<file path="config.mk">
export PLATFORM = sky130hd
export DESIGN_NAME = card_frame_splitter_unit
export DESIGN_NICKNAME = d
export VERILOG_FILES = /design/src/hw/rtl/cfs_pkg.sv /design/src/hw/rtl/cfs_pend_ram.sv /design/src/hw/rtl/cfs_cfg_regs.sv /design/src/hw/rtl/cfs_out_buf.sv /design/src/hw/rtl/cfs_ctrl.sv /design/src/hw/rtl/card_frame_splitter_unit.sv
export VERILOG_INCLUDE_DIRS = /design/src /design/src/hw/rtl
export SDC_FILE = /design/constraint.sdc
export NUM_CORES = 1
export LEC_CHECK = 0
export BUFFER_PORTS_ARGS = -buffer_cell sky130_fd_sc_hd__buf_2
export CAP_MARGIN = 20
export CORE_AREA = 2 2 174 176
export DETAILED_ROUTE_END_ITERATION = 16
export DIE_AREA = 0 0 176 178
export PLACE_DENSITY = 0.65
export SLEW_MARGIN = 5
export SYNTH_ARGS = -nofsm -noshare
export SYNTH_HDL_FRONTEND = slang
export SYNTH_SLANG_ARGS = --single-unit
</file>
<file path="constraint.sdc">
create_clock -name clk -period 6.9 [get_ports clk]
set_input_delay 1.38 -clock clk [delete_from_list [all_inputs] [get_ports clk]]
set_output_delay 1.38 -clock clk [all_outputs]
set_load 0.03 [all_outputs]
</file>
<file path="src/hw/rtl/card_frame_splitter_unit_defines.svh">
// ---------------------------------------------------------------------------
// card frame splitter assertion macros
// shared property forms for the concurrent checks of the splitter
// ---------------------------------------------------------------------------
`ifndef CARD_FRAME_SPLITTER_UNIT_DEFINES_SVH
`define CARD_FRAME_SPLITTER_UNIT_DEFINES_SVH

// same-cycle implication, disabled while reset is low
`define CFS_ASSERT_IMP(label, clk, rst_n, ante, cons) \
    label: assert property (@(posedge clk) disable iff (!rst_n) (ante) |-> (cons)) \
        else $error("card frame splitter check failed");

// next-cycle implication, disabled while reset is low
`define CFS_ASSERT_NXT(label, clk, rst_n, ante, cons) \
    label: assert property (@(posedge clk) disable iff (!rst_n) (ante) |=> (cons)) \
        else $error("card frame splitter check failed");

`endif

</file>
<file path="src/hw/rtl/cfs_pkg.sv">
// ---------------------------------------------------------------------------
// cfs_pkg
// shared constants, types and register codes of the card frame splitter
// ---------------------------------------------------------------------------
`timescale 1ns / 1ps

package cfs_pkg;

    localparam int PENDING_DEPTH = 12;
    localparam int IDX_W         = (PENDING_DEPTH > 1) ? $clog2(PENDING_DEPTH) : 1;
    localparam int HELD_W        = $clog2(PENDING_DEPTH + 1);
    localparam int EXTRA_MAX     = 12;
    localparam int EXTRA_LIM     = (PENDING_DEPTH < EXTRA_MAX) ? PENDING_DEPTH : EXTRA_MAX;
    localparam int MAX_RESULTS   = 13;
    localparam int RES_CNT_W     = $clog2(MAX_RESULTS + 1);

    localparam int BYTE_W     = 8;
    localparam int SHORT_W    = 7;
    localparam int EXTRA_W    = 4;
    localparam int TIMER_W    = 16;
    localparam int POS_W      = 7;
    localparam int CNT_W      = SHORT_W + 1;
    localparam int CFG_IDX_W  = 2;
    localparam int CFG_DATA_W = 16;

    localparam logic [SHORT_W-1:0] SHORT_MIN   = 7'd3;
    localparam logic [SHORT_W-1:0] SHORT_RST   = 7'd103;
    localparam logic [EXTRA_W-1:0] EXTRA_RST   = 4'd12;
    localparam logic [TIMER_W-1:0] TIMEOUT_RST = 16'd40;

    localparam logic [BYTE_W-1:0] HDR0 = 8'h23;
    localparam logic [BYTE_W-1:0] HDR1 = 8'h40;

    // configuration register indexes
    localparam logic [CFG_IDX_W-1:0] REG_SHORT_LEN     = 2'd0;
    localparam logic [CFG_IDX_W-1:0] REG_EXTRA_LEN     = 2'd1;
    localparam logic [CFG_IDX_W-1:0] REG_TIMEOUT_TICKS = 2'd2;

    // item and result codes
    localparam logic OP_BYTE  = 1'b0;
    localparam logic OP_TICK  = 1'b1;
    localparam logic KIND_DATA = 1'b0;
    localparam logic KIND_END  = 1'b1;
    localparam logic FT_SHORT = 1'b0;
    localparam logic FT_LONG  = 1'b1;

    typedef struct packed {
        logic [SHORT_W-1:0] short_eff;
        logic [EXTRA_W-1:0] extra_eff;
        logic [TIMER_W-1:0] timeout;
    } cfg_t;

    typedef struct packed {
        logic              kind;
        logic [BYTE_W-1:0] data_byte;
        logic [POS_W-1:0]  position;
        logic              frame_type;
    } result_t;

    typedef struct packed {
        logic    push;
        logic    fin;
        result_t res;
    } obuf_req_t;

endpackage

</file>
<file path="src/hw/rtl/cfs_pend_ram.sv">
// ---------------------------------------------------------------------------
// cfs_pend_ram
// pending byte store: one write port, one read port, registered read data
// ---------------------------------------------------------------------------
`timescale 1ns / 1ps

module cfs_pend_ram (
    input  logic                      clk,
    input  logic                      we,
    input  logic [cfs_pkg::IDX_W-1:0]  waddr,
    input  logic [cfs_pkg::BYTE_W-1:0] wdata,
    input  logic                      re,
    input  logic [cfs_pkg::IDX_W-1:0]  raddr,
    output logic [cfs_pkg::BYTE_W-1:0] rdata
);
    import cfs_pkg::*;

    logic [BYTE_W-1:0] pend_mem [PENDING_DEPTH];
    logic [BYTE_W-1:0] rdata_reg;

    always_ff @(posedge clk)
    begin
        if (we)
        begin
            pend_mem[waddr] <= wdata;
        end
    end

    always_ff @(posedge clk)
    begin
        if (re)
        begin
            rdata_reg <= pend_mem[raddr];
        end
    end

    assign rdata = rdata_reg;

endmodule

</file>
<file path="src/hw/rtl/cfs_cfg_regs.sv">
// ---------------------------------------------------------------------------
// cfs_cfg_regs
// configuration registers with range limiting of the lengths
// ---------------------------------------------------------------------------
`timescale 1ns / 1ps

module cfs_cfg_regs (
    input  logic                          clk,
    input  logic                          rst_n,
    input  logic                          cfg_valid,
    output logic                          cfg_ready,
    input  logic [cfs_pkg::CFG_IDX_W-1:0]  cfg_index,
    input  logic [cfs_pkg::CFG_DATA_W-1:0] cfg_data,
    output cfs_pkg::cfg_t                 cfg
);
    import cfs_pkg::*;

    logic [SHORT_W-1:0] short_reg;
    logic [EXTRA_W-1:0] extra_reg;
    logic [TIMER_W-1:0] timeout_reg;

    assign cfg_ready = 1'b1;

    always_ff @(posedge clk or negedge rst_n)
    begin
        if (!rst_n)
        begin
            short_reg   <= SHORT_RST;
            extra_reg   <= EXTRA_RST;
            timeout_reg <= TIMEOUT_RST;
        end
        else if (cfg_valid && cfg_ready)
        begin
            case (cfg_index)
                REG_SHORT_LEN:     short_reg   <= cfg_data[SHORT_W-1:0];
                REG_EXTRA_LEN:     extra_reg   <= cfg_data[EXTRA_W-1:0];
                REG_TIMEOUT_TICKS: timeout_reg <= cfg_data[TIMER_W-1:0];
                default:           ;
            endcase
        end
    end

    always_comb
    begin
        cfg.short_eff = (short_reg < SHORT_MIN) ? SHORT_MIN : short_reg;
        if (extra_reg == '0)
        begin
            cfg.extra_eff = EXTRA_W'(1);
        end
        else if (extra_reg > EXTRA_W'(EXTRA_LIM))
        begin
            cfg.extra_eff = EXTRA_W'(EXTRA_LIM);
        end
        else
        begin
            cfg.extra_eff = extra_reg;
        end
        // a zero timeout fires on the first tick, same as one
        cfg.timeout = timeout_reg;
    end

endmodule

</file>
<file path="src/hw/rtl/cfs_out_buf.sv">
// ---------------------------------------------------------------------------
// cfs_out_buf
// result lookahead and output register: marks the last result of an item
// ---------------------------------------------------------------------------
`timescale 1ns / 1ps

module cfs_out_buf (
    input  logic                       clk,
    input  logic                       rst_n,
    input  cfs_pkg::obuf_req_t         req,
    output logic                       rdy,
    output logic                       result_valid,
    input  logic                       result_stall,
    output logic                       kind,
    output logic [cfs_pkg::BYTE_W-1:0] data_byte,
    output logic [cfs_pkg::POS_W-1:0]  position,
    output logic                       frame_type,
    output logic                       last
);
    import cfs_pkg::*;

    logic    hold_v_reg, hold_v_next;
    logic    out_v_reg, out_v_next;
    result_t hold_reg, hold_next;
    result_t out_reg, out_next;
    logic    out_last_reg, out_last_next;
    logic    out_free;

    assign out_free = !out_v_reg || !result_stall;
    assign rdy      = !hold_v_reg || out_free;

    always_comb
    begin
        hold_v_next   = hold_v_reg;
        hold_next     = hold_reg;
        out_v_next    = out_v_reg;
        out_next      = out_reg;
        out_last_next = out_last_reg;
        if (out_v_reg && !result_stall)
        begin
            out_v_next = 1'b0;
        end
        if (req.push && rdy)
        begin
            // a newer result means the held one is not the last
            if (hold_v_reg)
            begin
                out_next      = hold_reg;
                out_last_next = 1'b0;
                out_v_next    = 1'b1;
            end
            hold_next   = req.res;
            hold_v_next = 1'b1;
        end
        else if (req.fin && rdy && hold_v_reg)
        begin
            out_next      = hold_reg;
            out_last_next = 1'b1;
            out_v_next    = 1'b1;
            hold_v_next   = 1'b0;
        end
    end

    always_ff @(posedge clk or negedge rst_n)
    begin
        if (!rst_n)
        begin
            hold_v_reg <= 1'b0;
            out_v_reg  <= 1'b0;
        end
        else
        begin
            hold_v_reg <= hold_v_next;
            out_v_reg  <= out_v_next;
        end
    end

    always_ff @(posedge clk)
    begin
        hold_reg     <= hold_next;
        out_reg      <= out_next;
        out_last_reg <= out_last_next;
    end

    assign result_valid = out_v_reg;
    assign kind         = out_reg.kind;
    assign data_byte    = out_reg.data_byte;
    assign position     = out_reg.position;
    assign frame_type   = out_reg.frame_type;
    assign last         = out_last_reg;

endmodule

</file>
<file path="src/hw/rtl/cfs_ctrl.sv">
// ---------------------------------------------------------------------------
// cfs_ctrl
// frame sequencer: header hunt, frame counting, hold, completion, rescan
// ---------------------------------------------------------------------------
`timescale 1ns / 1ps

`include "card_frame_splitter_unit_defines.svh"

module cfs_ctrl (
    input  logic                       clk,
    input  logic                       rst_n,
    input  cfs_pkg::cfg_t              cfg,
    input  logic                       item_valid,
    output logic                       item_stall,
    input  logic                       op,
    input  logic [cfs_pkg::BYTE_W-1:0] rx_byte,
    output logic                       ram_we,
    output logic [cfs_pkg::IDX_W-1:0]  ram_waddr,
    output logic [cfs_pkg::BYTE_W-1:0] ram_wdata,
    output logic                       ram_re,
    output logic [cfs_pkg::IDX_W-1:0]  ram_raddr,
    input  logic [cfs_pkg::BYTE_W-1:0] ram_rdata,
    output cfs_pkg::obuf_req_t         obuf_req,
    input  logic                       obuf_rdy
);
    import cfs_pkg::*;

    typedef enum logic [10:0] {
        S_IDLE  = 11'b000_0000_0001,
        S_TICK  = 11'b000_0000_0010,
        S_BYTE  = 11'b000_0000_0100,
        S_HDR0  = 11'b000_0000_1000,
        S_HDR1  = 11'b000_0001_0000,
        S_LRD   = 11'b000_0010_0000,
        S_LEMIT = 11'b000_0100_0000,
        S_LEND  = 11'b000_1000_0000,
        S_TMO   = 11'b001_0000_0000,
        S_NEXT  = 11'b010_0000_0000,
        S_FIN   = 11'b100_0000_0000
    } state_t;

    typedef enum logic [1:0] {
        HUNT_SEARCH = 2'd0,
        HUNT_HASH   = 2'd1,
        HUNT_FRAME  = 2'd2
    } hunt_t;

    state_t             state_reg, state_next;
    hunt_t              hunt_reg, hunt_next;
    logic [CNT_W-1:0]   count_reg, count_next;
    logic               waiting_reg, waiting_next;
    logic [TIMER_W-1:0] timer_reg, timer_next;
    logic [HELD_W-1:0]  held_reg, held_next;
    logic [BYTE_W-1:0]  cur_byte_reg, cur_byte_next;
    logic               scan_reg, scan_next;
    logic [HELD_W-1:0]  scan_i_reg, scan_i_next;
    logic [HELD_W-1:0]  scan_n_reg, scan_n_next;
    logic [HELD_W-1:0]  emit_i_reg, emit_i_next;
    logic [HELD_W-1:0]  emit_n_reg, emit_n_next;
    logic [CNT_W-1:0]   base_reg, base_next;
    logic [RES_CNT_W-1:0] res_cnt_reg, res_cnt_next;

    logic [BYTE_W-1:0]  byte_val;
    logic [CNT_W-1:0]   cnt_inc;
    logic [HELD_W-1:0]  held_inc;
    logic [HELD_W-1:0]  scan_i_inc;
    logic [HELD_W-1:0]  emit_i_inc;
    logic [HELD_W-1:0]  extra_eff_h;
    logic               push_req;
    logic               drop;
    logic               push_go;
    result_t            push_res;

    // rescanned bytes come straight from the store read register
    assign byte_val    = scan_reg ? ram_rdata : cur_byte_reg;
    assign cnt_inc     = count_reg + CNT_W'(1);
    assign held_inc    = held_reg + HELD_W'(1);
    assign scan_i_inc  = scan_i_reg + HELD_W'(1);
    assign emit_i_inc  = emit_i_reg + HELD_W'(1);
    assign extra_eff_h = HELD_W'(cfg.extra_eff);

    // results past the per-item cap are dropped without waiting
    assign drop    = (res_cnt_reg >= RES_CNT_W'(MAX_RESULTS));
    assign push_go = push_req && (drop || obuf_rdy);

    assign item_stall = (state_reg != S_IDLE);

    always_comb
    begin
        state_next    = state_reg;
        hunt_next     = hunt_reg;
        count_next    = count_reg;
        waiting_next  = waiting_reg;
        timer_next    = timer_reg;
        held_next     = held_reg;
        cur_byte_next = cur_byte_reg;
        scan_next     = scan_reg;
        scan_i_next   = scan_i_reg;
        scan_n_next   = scan_n_reg;
        emit_i_next   = emit_i_reg;
        emit_n_next   = emit_n_reg;
        base_next     = base_reg;
        res_cnt_next  = res_cnt_reg;

        push_req  = 1'b0;
        push_res  = '0;
        ram_we    = 1'b0;
        ram_waddr = held_reg[IDX_W-1:0];
        ram_wdata = byte_val;
        ram_re    = 1'b0;
        ram_raddr = '0;
        obuf_req.fin = 1'b0;

        case (state_reg)
            S_IDLE:
            begin
                if (item_valid)
                begin
                    res_cnt_next = '0;
                    scan_next    = 1'b0;
                    if (op == OP_BYTE)
                    begin
                        cur_byte_next = rx_byte;
                        state_next    = S_BYTE;
                    end
                    else
                    begin
                        state_next = S_TICK;
                    end
                end
            end

            S_TICK:
            begin
                if (!waiting_reg)
                begin
                    state_next = S_FIN;
                end
                else if (timer_reg > TIMER_W'(1))
                begin
                    timer_next = timer_reg - TIMER_W'(1);
                    state_next = S_FIN;
                end
                else
                begin
                    state_next = S_TMO;
                end
            end

            S_TMO:
            begin
                push_req            = 1'b1;
                push_res.kind       = KIND_END;
                push_res.frame_type = FT_SHORT;
                if (push_go)
                begin
                    scan_n_next  = held_reg;
                    scan_i_next  = '0;
                    hunt_next    = HUNT_SEARCH;
                    count_next   = '0;
                    waiting_next = 1'b0;
                    timer_next   = '0;
                    held_next    = '0;
                    if (held_reg != '0)
                    begin
                        ram_re     = 1'b1;
                        ram_raddr  = '0;
                        scan_next  = 1'b1;
                        state_next = S_BYTE;
                    end
                    else
                    begin
                        state_next = S_FIN;
                    end
                end
            end

            S_BYTE:
            begin
                case (hunt_reg)
                    HUNT_FRAME:
                    begin
                        if (!waiting_reg)
                        begin
                            push_req           = 1'b1;
                            push_res.kind      = KIND_DATA;
                            push_res.data_byte = byte_val;
                            push_res.position  = count_reg[POS_W-1:0];
                            if (push_go)
                            begin
                                count_next = cnt_inc;
                                if (cnt_inc >= CNT_W'(cfg.short_eff))
                                begin
                                    waiting_next = 1'b1;
                                    timer_next   = cfg.timeout;
                                    held_next    = '0;
                                end
                                state_next = scan_reg ? S_NEXT : S_FIN;
                            end
                        end
                        else
                        begin
                            // hold the byte; write index stays behind the rescan read
                            ram_we     = (held_reg < HELD_W'(PENDING_DEPTH));
                            held_next  = held_inc;
                            count_next = cnt_inc;
                            if (held_inc >= extra_eff_h)
                            begin
                                base_next   = count_reg - CNT_W'(held_reg);
                                emit_n_next = extra_eff_h;
                                emit_i_next = '0;
                                state_next  = S_LRD;
                            end
                            else
                            begin
                                state_next = scan_reg ? S_NEXT : S_FIN;
                            end
                        end
                    end

                    HUNT_HASH:
                    begin
                        if (byte_val == HDR1)
                        begin
                            hunt_next  = HUNT_FRAME;
                            count_next = '0;
                            state_next = S_HDR0;
                        end
                        else
                        begin
                            hunt_next  = (byte_val == HDR0) ? HUNT_HASH : HUNT_SEARCH;
                            state_next = scan_reg ? S_NEXT : S_FIN;
                        end
                    end

                    default:
                    begin
                        hunt_next  = (byte_val == HDR0) ? HUNT_HASH : HUNT_SEARCH;
                        state_next = scan_reg ? S_NEXT : S_FIN;
                    end
                endcase
            end

            S_HDR0:
            begin
                push_req           = 1'b1;
                push_res.kind      = KIND_DATA;
                push_res.data_byte = HDR0;
                push_res.position  = POS_W'(0);
                if (push_go)
                begin
                    state_next = S_HDR1;
                end
            end

            S_HDR1:
            begin
                // short length is at least three, so no hold starts here
                push_req           = 1'b1;
                push_res.kind      = KIND_DATA;
                push_res.data_byte = HDR1;
                push_res.position  = POS_W'(1);
                if (push_go)
                begin
                    count_next = CNT_W'(2);
                    state_next = scan_reg ? S_NEXT : S_FIN;
                end
            end

            S_LRD:
            begin
                ram_re     = 1'b1;
                ram_raddr  = emit_i_reg[IDX_W-1:0];
                state_next = S_LEMIT;
            end

            S_LEMIT:
            begin
                push_req           = 1'b1;
                push_res.kind      = KIND_DATA;
                push_res.data_byte = ram_rdata;
                push_res.position  = POS_W'(base_reg + CNT_W'(emit_i_reg));
                if (push_go)
                begin
                    if (emit_i_inc < emit_n_reg)
                    begin
                        ram_re      = 1'b1;
                        ram_raddr   = emit_i_inc[IDX_W-1:0];
                        emit_i_next = emit_i_inc;
                    end
                    else
                    begin
                        state_next = S_LEND;
                    end
                end
            end

            S_LEND:
            begin
                push_req            = 1'b1;
                push_res.kind       = KIND_END;
                push_res.frame_type = FT_LONG;
                if (push_go)
                begin
                    hunt_next    = HUNT_SEARCH;
                    count_next   = '0;
                    waiting_next = 1'b0;
                    timer_next   = '0;
                    held_next    = '0;
                    state_next   = scan_reg ? S_NEXT : S_FIN;
                end
            end

            S_NEXT:
            begin
                if (scan_i_inc < scan_n_reg)
                begin
                    ram_re      = 1'b1;
                    ram_raddr   = scan_i_inc[IDX_W-1:0];
                    scan_i_next = scan_i_inc;
                    state_next  = S_BYTE;
                end
                else
                begin
                    state_next = S_FIN;
                end
            end

            S_FIN:
            begin
                obuf_req.fin = 1'b1;
                if (obuf_rdy)
                begin
                    state_next = S_IDLE;
                end
            end

            default:
            begin
                state_next = S_IDLE;
            end
        endcase

        if (push_req && !drop && obuf_rdy)
        begin
            res_cnt_next = res_cnt_reg + RES_CNT_W'(1);
        end

        obuf_req.push = push_req && !drop;
        obuf_req.res  = push_res;
    end

    always_ff @(posedge clk or negedge rst_n)
    begin
        if (!rst_n)
        begin
            state_reg   <= S_IDLE;
            hunt_reg    <= HUNT_SEARCH;
            count_reg   <= '0;
            waiting_reg <= 1'b0;
            timer_reg   <= '0;
            held_reg    <= '0;
            scan_reg    <= 1'b0;
            scan_i_reg  <= '0;
            scan_n_reg  <= '0;
            emit_i_reg  <= '0;
            emit_n_reg  <= '0;
            res_cnt_reg <= '0;
        end
        else
        begin
            state_reg   <= state_next;
            hunt_reg    <= hunt_next;
            count_reg   <= count_next;
            waiting_reg <= waiting_next;
            timer_reg   <= timer_next;
            held_reg    <= held_next;
            scan_reg    <= scan_next;
            scan_i_reg  <= scan_i_next;
            scan_n_reg  <= scan_n_next;
            emit_i_reg  <= emit_i_next;
            emit_n_reg  <= emit_n_next;
            res_cnt_reg <= res_cnt_next;
        end
    end

    always_ff @(posedge clk)
    begin
        cur_byte_reg <= cur_byte_next;
        base_reg     <= base_next;
    end

    `CFS_ASSERT_IMP(a_wait_in_frame, clk, rst_n, waiting_reg, hunt_reg == HUNT_FRAME)
    `CFS_ASSERT_IMP(a_held_bound, clk, rst_n, 1'b1, held_reg <= HELD_W'(PENDING_DEPTH))
    `CFS_ASSERT_IMP(a_res_cap, clk, rst_n, obuf_req.push, res_cnt_reg < RES_CNT_W'(MAX_RESULTS))
    `CFS_ASSERT_NXT(a_accept_busy, clk, rst_n, item_valid && (state_reg == S_IDLE), state_reg != S_IDLE)

endmodule

</file>
<file path="src/hw/rtl/card_frame_splitter_unit.sv">
// ---------------------------------------------------------------------------
// card_frame_splitter_unit
// cuts a serial byte stream into card frames with short and long endings
// ---------------------------------------------------------------------------
// usage:
//   item channel (item_valid/item_stall): op 0 carries a received byte in
//   rx_byte, op 1 is one timer tick. one request is worked on at a time.
//   result channel (result_valid/result_stall): frame bytes with their
//   position, or an end marker with frame_type; last flags the final result
//   of a request. a request may give no result at all.
//   config channel (cfg_valid/cfg_ready): index 0 short length, 1 extra
//   length, 2 timeout ticks; always ready, write only while idle.
//   timing: a long-frame completion reads the held bytes back from the
//   pending store one at a time, and a timeout rescan reads each held byte
//   from the store's registered read port before working on it again.
//   reset: hunting for a header, defaults 103 / 12 / 40, no clearing pass.
//   a stalled receiver holds the current result; the unit works on into a
//   one-deep lookahead, then waits; only results past 13 per request drop.
// ---------------------------------------------------------------------------
`timescale 1ns / 1ps

module card_frame_splitter_unit (
    input  logic                           clk,
    input  logic                           rst_n,
    input  logic                           item_valid,
    output logic                           item_stall,
    input  logic                           op,
    input  logic [cfs_pkg::BYTE_W-1:0]     rx_byte,
    output logic                           result_valid,
    input  logic                           result_stall,
    output logic                           kind,
    output logic [cfs_pkg::BYTE_W-1:0]     data_byte,
    output logic [cfs_pkg::POS_W-1:0]      position,
    output logic                           frame_type,
    output logic                           last,
    input  logic                           cfg_valid,
    output logic                           cfg_ready,
    input  logic [cfs_pkg::CFG_IDX_W-1:0]  cfg_index,
    input  logic [cfs_pkg::CFG_DATA_W-1:0] cfg_data
);
    import cfs_pkg::*;

    cfg_t              cfg;
    obuf_req_t         obuf_req;
    logic              obuf_rdy;
    logic              ram_we;
    logic [IDX_W-1:0]  ram_waddr;
    logic [BYTE_W-1:0] ram_wdata;
    logic              ram_re;
    logic [IDX_W-1:0]  ram_raddr;
    logic [BYTE_W-1:0] ram_rdata;

    cfs_cfg_regs u_cfg (
        .clk       (clk),
        .rst_n     (rst_n),
        .cfg_valid (cfg_valid),
        .cfg_ready (cfg_ready),
        .cfg_index (cfg_index),
        .cfg_data  (cfg_data),
        .cfg       (cfg)
    );

    cfs_pend_ram u_ram (
        .clk   (clk),
        .we    (ram_we),
        .waddr (ram_waddr),
        .wdata (ram_wdata),
        .re    (ram_re),
        .raddr (ram_raddr),
        .rdata (ram_rdata)
    );

    cfs_ctrl u_ctrl (
        .clk        (clk),
        .rst_n      (rst_n),
        .cfg        (cfg),
        .item_valid (item_valid),
        .item_stall (item_stall),
        .op         (op),
        .rx_byte    (rx_byte),
        .ram_we     (ram_we),
        .ram_waddr  (ram_waddr),
        .ram_wdata  (ram_wdata),
        .ram_re     (ram_re),
        .ram_raddr  (ram_raddr),
        .ram_rdata  (ram_rdata),
        .obuf_req   (obuf_req),
        .obuf_rdy   (obuf_rdy)
    );

    cfs_out_buf u_obuf (
        .clk          (clk),
        .rst_n        (rst_n),
        .req          (obuf_req),
        .rdy          (obuf_rdy),
        .result_valid (result_valid),
        .result_stall (result_stall),
        .kind         (kind),
        .data_byte    (data_byte),
        .position     (position),
        .frame_type   (frame_type),
        .last         (last)
    );

endmodule

</file>
==> results of run 1 <==
metal layers:
layer,track usage [%],vias to the layer above,wire length (um)
li1,-,3817,-
met1,24.0,3851,12200
met2,26.3,248,11600
met3,3.01,62,1620
met4,5.99,0,816
met5,0,-,0
stage by stage:
step	hold WS, ns	total power, uW	area (um^2)
finish	0.418	3770	13600
global route	0.430	3950	13600
CTS	0.421	3800	13600
detailed placement	0.407	2390	12700
global placement	0.400	2370	12700
floorplan	0.400	2210	12100
power by group:
group	internal, uW	switching (uW)
Clock	836	569
Combinational	224	365
Sequential	1680	98.2
layout make-up:
| type | instances | area (um^2) |
|---|---|---|
| tap | 390 | 488 |
| sequential | 246 | 6940 |
| clock buffer | 41 | 759 |
| clock inverter | 11 | 115 |
| timing repair buffer | 59 | 315 |
| fill | 2690 | 15800 |
| multi-input combinational | 672 | 4820 |
| inverter | 45 | 169 |
worst register-to-register path, stage by stage (launching register included):
cell	delay, ns
dfrtp_1	0.61
nand3_1	0.15
xnor2_1	0.46
ha_1	0.26
or3_1	0.11
o22a_1	0.40
nor2_1	0.22
a311o_1	0.39
a2111oi_4	0.61
and3_1	0.26
nor2_1	0.05
nor3b_2	0.15
worst max path at each step:
| stage | endpoint | cells past startpoint | start |
|---|---|---|---|
| after floorplan | u_ram.rdata[1]$_DFFE_PP_ | 10 | result_stall |
| after global placement | u_ram.rdata[2]$_DFFE_PP_ | 11 | u_ctrl.emit_i_reg[1]$_DFFE_PN0P_ |
| after detailed placement | u_ram.rdata[6]$_DFFE_PP_ | 11 | u_ctrl.emit_i_reg[1]$_DFFE_PN0P_ |
| after CTS | u_ram.rdata[6]$_DFFE_PP_ | 11 | u_ctrl.emit_i_reg[1]$_DFFE_PN0P_ |
| after global routing | u_ram.rdata[4]$_DFFE_PP_ | 11 | u_ctrl.emit_i_reg[1]$_DFFE_PN0P_ |
| final | u_ram.rdata[6]$_DFFE_PP_ | 11 | u_ctrl.emit_i_reg[1]$_DFFE_PN0P_ |
placed cells by master, fill, tap and decap left out, types with 34 or more instances in the layout:
| cell type | synthesis | final |
|---|---|---|
| buf_2 | 9 | 51 |
| dfrtp_1 | 82 | 82 |
| edfxtp_1 | 154 | 154 |
| ha_1 | 39 | 39 |
| inv_1 | 45 | 45 |
| mux2_2 | 34 | 34 |
| mux2i_1 | 60 | 60 |
| nand2_1 | 67 | 67 |
| nor2_1 | 87 | 87 |
| o21ai_0 | 63 | 63 |
cells by family (layout without fill, tap and decap cells):
kind of cell	count (synthesis)	count (layout)	share of synthesized area, %
compound gates	184	184	10.4
xor+xnor	22	22	1.59
fa+ha+maj	41	41	4.35
buf+inv	81	156	3.16
flops	246	246	57.2
mux	99	99	8.57
other cells	1	1	0.0309
simple gates	325	325	14.8
==> flow_summary.json, run 1 <==
{
  "timing_worst_slew_pin_value_ns": 1.01,
  "power-per-cell-area_nw_per_um2": 277,
  "start_kind": "flip-flop",
  "timing.hold.worst_endpoint": "u_obuf.frame_type$_DFFE_PP_",
  "clk_pin_slew_worst_paths_ns": 0.06,
  "tns_ns": 0,
  "post_cts_resized": 0,
  "period_utilization_post_route_pct": 56.5,
  "syn-cell-area_um2": 12100,
  "viasPerCell": 5.45,
  "drv.max_cap_violation_count": 0,
  "design.final.nets": 1125,
  "grt_pass1_vias": 7810,
  "synth_ff_type": "edfxtp_1",
  "synth-edff-count": 154,
  "postSynth.asyncResetShare_pct": 37.4,
  "synth.ff_latch_count": 246,
  "setup-violations-final": 0,
  "fin_cells": 1464,
  "grt_max_degree": 50,
  "total_wire_length_mm": 26.3,
  "ctsHtreeMaxLevel": 1,
  "placement.io_buffers": 51,
  "timing.setup.critical_path_class": "flip-flop to flip-flop",
  "final.setup_skew_ns": 0.0217,
  "ios": 53,
  "cts_inserted_buffers": 28,
  "hold_path.class": "flip-flop to flip-flop",
  "cts.path.max_buffers": 3,
  "syn-num-nets": 1072,
  "maxSlewViolCount": 0,
  "drive_above_1_share_pct": 16.2,
  "num_antenna_cells": 0,
  "worstPathArrival_ns": 4.20,
  "fp.coreArea_um2": 29400,
  "largest_register_ffs": 96,
  "r2r_end": "u_ram.rdata[6]$_DFFE_PP_",
  "route.detailed.drc": 0,
  "initialDrtViolationCount": 709,
  "firstDrtPassIters": 5,
  "avgSynthCellArea_um2": 12.2,
  "outcome": "finished, final reports clean",
  "gpl.final_weighted_congestion": 0.937,
  "critical_path_required_ns": 7.20,
  "wire_length_of_the_first_global_routing_pass_mm": 42.2,
  "crit_path_top_delay_cell": "dfrtp_1",
  "die_x_um": 176,
  "r2r_slack_ns": 3.00,
  "placementRows": 63,
  "postSynthCellCount": 999,
  "crit_path_cell_trace": "nand3_1 -> xnor2_1 -> ha_1 -> or3_1 -> o22a_1 -> nor2_1 -> a311o_1 -> a2111oi_4 -> and3_1 -> nor2_1 -> nor3b_2",
  "crit_fanout": 9,
  "end_kind": "flip-flop",
  "track_usage_pct": 16.9,
  "reg2reg_depth": 11,
  "cts.hold.buffers_added": 0,
  "post-place-ws_ns": 3.06,
  "critPathBufInv": 0,
  "initial_core_util_pct": 41.3,
  "yosysSeqAreaShare_pct": 57.2,
  "final_core_util_pct": 46.3,
  "synthDominantAreaCellType": "edfxtp_1",
  "period_needed_ns": 3.90,
  "max_freq_mhz": 257,
  "routedWlPerCell_um": 18.0,
  "placed_cells_incl_taps": 1411,
  "grt_setup_unrepaired": "false",
  "syn2layout_area_growth_pct": 12.1,
  "timing.max_slew.rel_slack_pct": 32.2,
  "cpPeakStageDelay_ns": 0.61,
  "cellLeakagePower_uw": 0.00577,
  "timing.hold.worst_path_depth": 0,
  "most_common_cell_in_the_synthesized_netlist": "edfxtp_1",
  "antenna_found_initial": 0,
  "detailed_place_hpwl_mm": 18.8,
  "die_h_um": 178,
  "postRouteAntennaNets": 0,
  "yosysTopAreaCellShare_pct": 38.1,
  "cts_sinks": 246,
  "fp.dieArea_um2": 31300,
  "vdd_drop_max_mv": 0.155,
  "clock_latency_ns": 0.55,
  "netlist_top_cells_area": "edfxtp_1, dfrtp_1, mux2i_1",
  "timing.critical_path.max_delay_family": "compound AO/OA/AOI/OAI gates",
  "timing.final.ws_setup_ns": 3.00,
  "timing.rr.start": "u_ctrl.emit_i_reg[1]$_DFFE_PN0P_",
  "critPathMostFrequentCell": "nor2_1",
  "cts_root_buf": "clkbuf_16",
  "hold_viol": 0,
  "top_cells_by_instance_count_after_synthesis": "edfxtp_1, nor2_1, dfrtp_1",
  "tritoncts": "done",
  "yosysWarnings": 0,
  "synthDistinctLibCells": 86,
  "grt_remaining_overflow": 0,
  "num_vias": 7978,
  "worst_hold_startpoint": "u_obuf.hold_reg[0]$_DFFE_PP_",
  "postCtsSetupBuffers": 0
}
No activity file was read; power rests on OpenSTA's default activity.
==> inputs of run 2 (changes only) <==
- clock period: 6.9 -> 3.8 ns (I/O delays scaled with it)
==> run 2 against run 1 <==
  * Sequential power up 81%
  * Utilization grew 0.94 points
  * Via count is 1.1% higher
  * Sequential share of layout area fell by 1.0 points
  * Sequential cell count is the same
  * Critical path depth is 3 higher
  * Count of clock-buffer cells in the layout decreased by 1
  * Setup slack worse by 2.8 ns
  * First-iteration DRC count is 8.3% lower
  * Die area unchanged
  * Total power increased by 86%
  * Worst hold slack worse by 0.35 ns
  * Largest cell class unchanged
  * Highest routed layer unchanged
==> flow_summary.json, run 2 (same netlist as run 1, synthesis figures left out) <==
{
  "grt_max_degree": 78,
  "initialDrtViolationCount": 650,
  "end_kind": "flip-flop",
  "tritoncts": "done",
  "globalRouteMet1Util_pct": 23.9,
  "final.setup_skew_ns": 0.0281,
  "layout_commonest_cell": "edfxtp_1",
  "die_h_um": 178,
  "wire_length_of_the_first_global_routing_pass_mm": 43.2,
  "num_antenna_cells": 0,
  "ctsHtreeMaxLevel": 1,
  "critical_path_required_ns": 4.10,
  "period_needed_ns": 3.55,
  "grt_remaining_overflow": 0,
  "total_wire_length_mm": 27.1,
  "global_route.usage.met2_pct": 28.3,
  "placement.io_buffers": 51,
  "gpl.final_weighted_congestion": 0.935,
  "fin_cells": 1486,
  "layout_common_cells": "edfxtp_1, nor2_1, dfrtp_1",
  "hold_path.class": "input port to asynchronous set/reset pin",
  "track_usage_pct": 17.4,
  "antenna_found_initial": 0,
  "worstPathArrival_ns": 3.85,
  "power-per-cell-area_nw_per_um2": 506,
  "fp.coreArea_um2": 29400,
  "timing.rr.start": "u_ctrl.emit_i_reg[1]$_DFFE_PN0P_",
  "timing.final.ws_setup_ns": 0.246,
  "postRouteAntennaNets": 0,
  "fp.dieArea_um2": 31300,
  "post-place-ws_ns": 0.215,
  "crit_fanout": 8,
  "maxSlewViolCount": 0,
  "grt_pass1_vias": 8010,
  "drv.max_cap_violation_count": 0,
  "worst_setup_path_startpoint": "u_ctrl.emit_i_reg[1]$_DFFE_PN0P_",
  "placementRows": 63,
  "start_kind": "flip-flop",
  "placed_cells_incl_taps": 1435,
  "post_cts_resized": 0,
  "global_route.usage.met3_pct": 3.20,
  "detailed_place_hpwl_mm": 19.9,
  "cellLeakagePower_uw": 0.00593,
  "tns_ns": 0,
  "viasPerCell": 5.43,
  "route.detailed.drc": 0,
  "postCtsSetupBuffers": 0,
  "timing.max_slew.rel_slack_pct": 34.5,
  "firstDrtPassIters": 5,
  "cts_inserted_buffers": 27,
  "initial_core_util_pct": 41.3,
  "hold_viol": 0,
  "cts_sinks": 246,
  "die_x_um": 176,
  "clk_pin_slew_worst_paths_ns": 0.06,
  "most_utilized_layer_in_the_global_route_result": "met2",
  "syn2layout_area_growth_pct": 14.4,
  "filler_cell_count": 2609,
  "num_vias": 8067,
  "largest_register_ffs": 96,
  "routedWlPerCell_um": 18.2,
  "timing.setup.critical_path_class": "flip-flop to flip-flop",
  "grt_setup_unrepaired": "false",
  "cts.path.max_buffers": 3,
  "timing_worst_slew_pin_value_ns": 0.979,
  "cts.hold.buffers_added": 0,
  "period_utilization_post_route_pct": 93.5,
  "clock_latency_ns": 0.54,
  "drive_above_1_share_pct": 18.4,
  "outcome": "finished, final reports clean",
  "setup-violations-final": 0,
  "finalPower_uw": 7030,
  "ios": 53,
  "cts_root_buf": "clkbuf_16",
  "max_freq_mhz": 281,
  "design.final.nets": 1149,
  "vdd_drop_max_mv": 0.417
}
run 2: per-stage QoR:
step	instance area (um^2)	hold WS, ns	util [%]
6_report	13900	0.0687	47.2
5_1_grt	13900	0.0631	47.2
2_1_floorplan	12100	0.400	-
3_3_place_gp	12900	0.402	43.9
3_5_place_dp	12900	0.405	43.9
4_1_cts	13800	0.369	47.1
run 2: final timing paths:
path                                               endpoint  slack [ns]  depth (start not counted)
max                                u_ram.rdata[5]$_DFFE_PP_        0.25                         14
max reg2reg                        u_ram.rdata[5]$_DFFE_PP_        0.25                         14
min in group clk           u_ctrl.cur_byte_reg[2]$_DFFE_PP_        0.39                          1
min                           u_obuf.hold_v_reg$_DFFE_PN0P_        0.07                          1
min reg2reg                    u_obuf.position[4]$_DFFE_PP_        0.42                          0
max in group asynchronous  u_cfg.timeout_reg[3]$_DFFE_PN1P_        2.77                          3
run 2: routing by layer:
metal | wire (um) | vias to the layer above | part of all wire [%]
met5 | 0 | - | 0
met4 | 722 | 0 | 2.7
met3 | 1540 | 48 | 5.7
met2 | 12400 | 238 | 46
met1 | 12400 | 3913 | 46
li1 | - | 3868 | -
run 2: cell type report:
cell class,count,area (um^2),area share (%)
sequential,246,6940,50.0
clock inverter,9,151,1.09
inverter,45,169,1.22
timing repair buffer,84,541,3.89
tap,390,488,3.51
clock buffer,40,776,5.59
multi-input combinational,672,4820,34.7
run 2: power breakdown:
group	internal [uW]	switching [uW]	leakage (uW)
combinational	420	676	0.00289
clock	1680	1020	0.000452
sequential	3050	176	0.00259
total	5150	1880	0.00593
run 2: worst max-delay path: stages, from the launching register on:
cell and delay (ns):
dfrtp_1 0.48, ha_1 0.27, inv_1 0.07, nand2_1 0.10
nand2_1 0.07, ha_1 0.27, o21a_1 0.12, o22a_1 0.19
buf_4 0.19, nor2_1 0.13, a311o_1 0.38, a2111oi_4 0.59
and3_1 0.26, nor2_1 0.04, nor3b_2 0.14
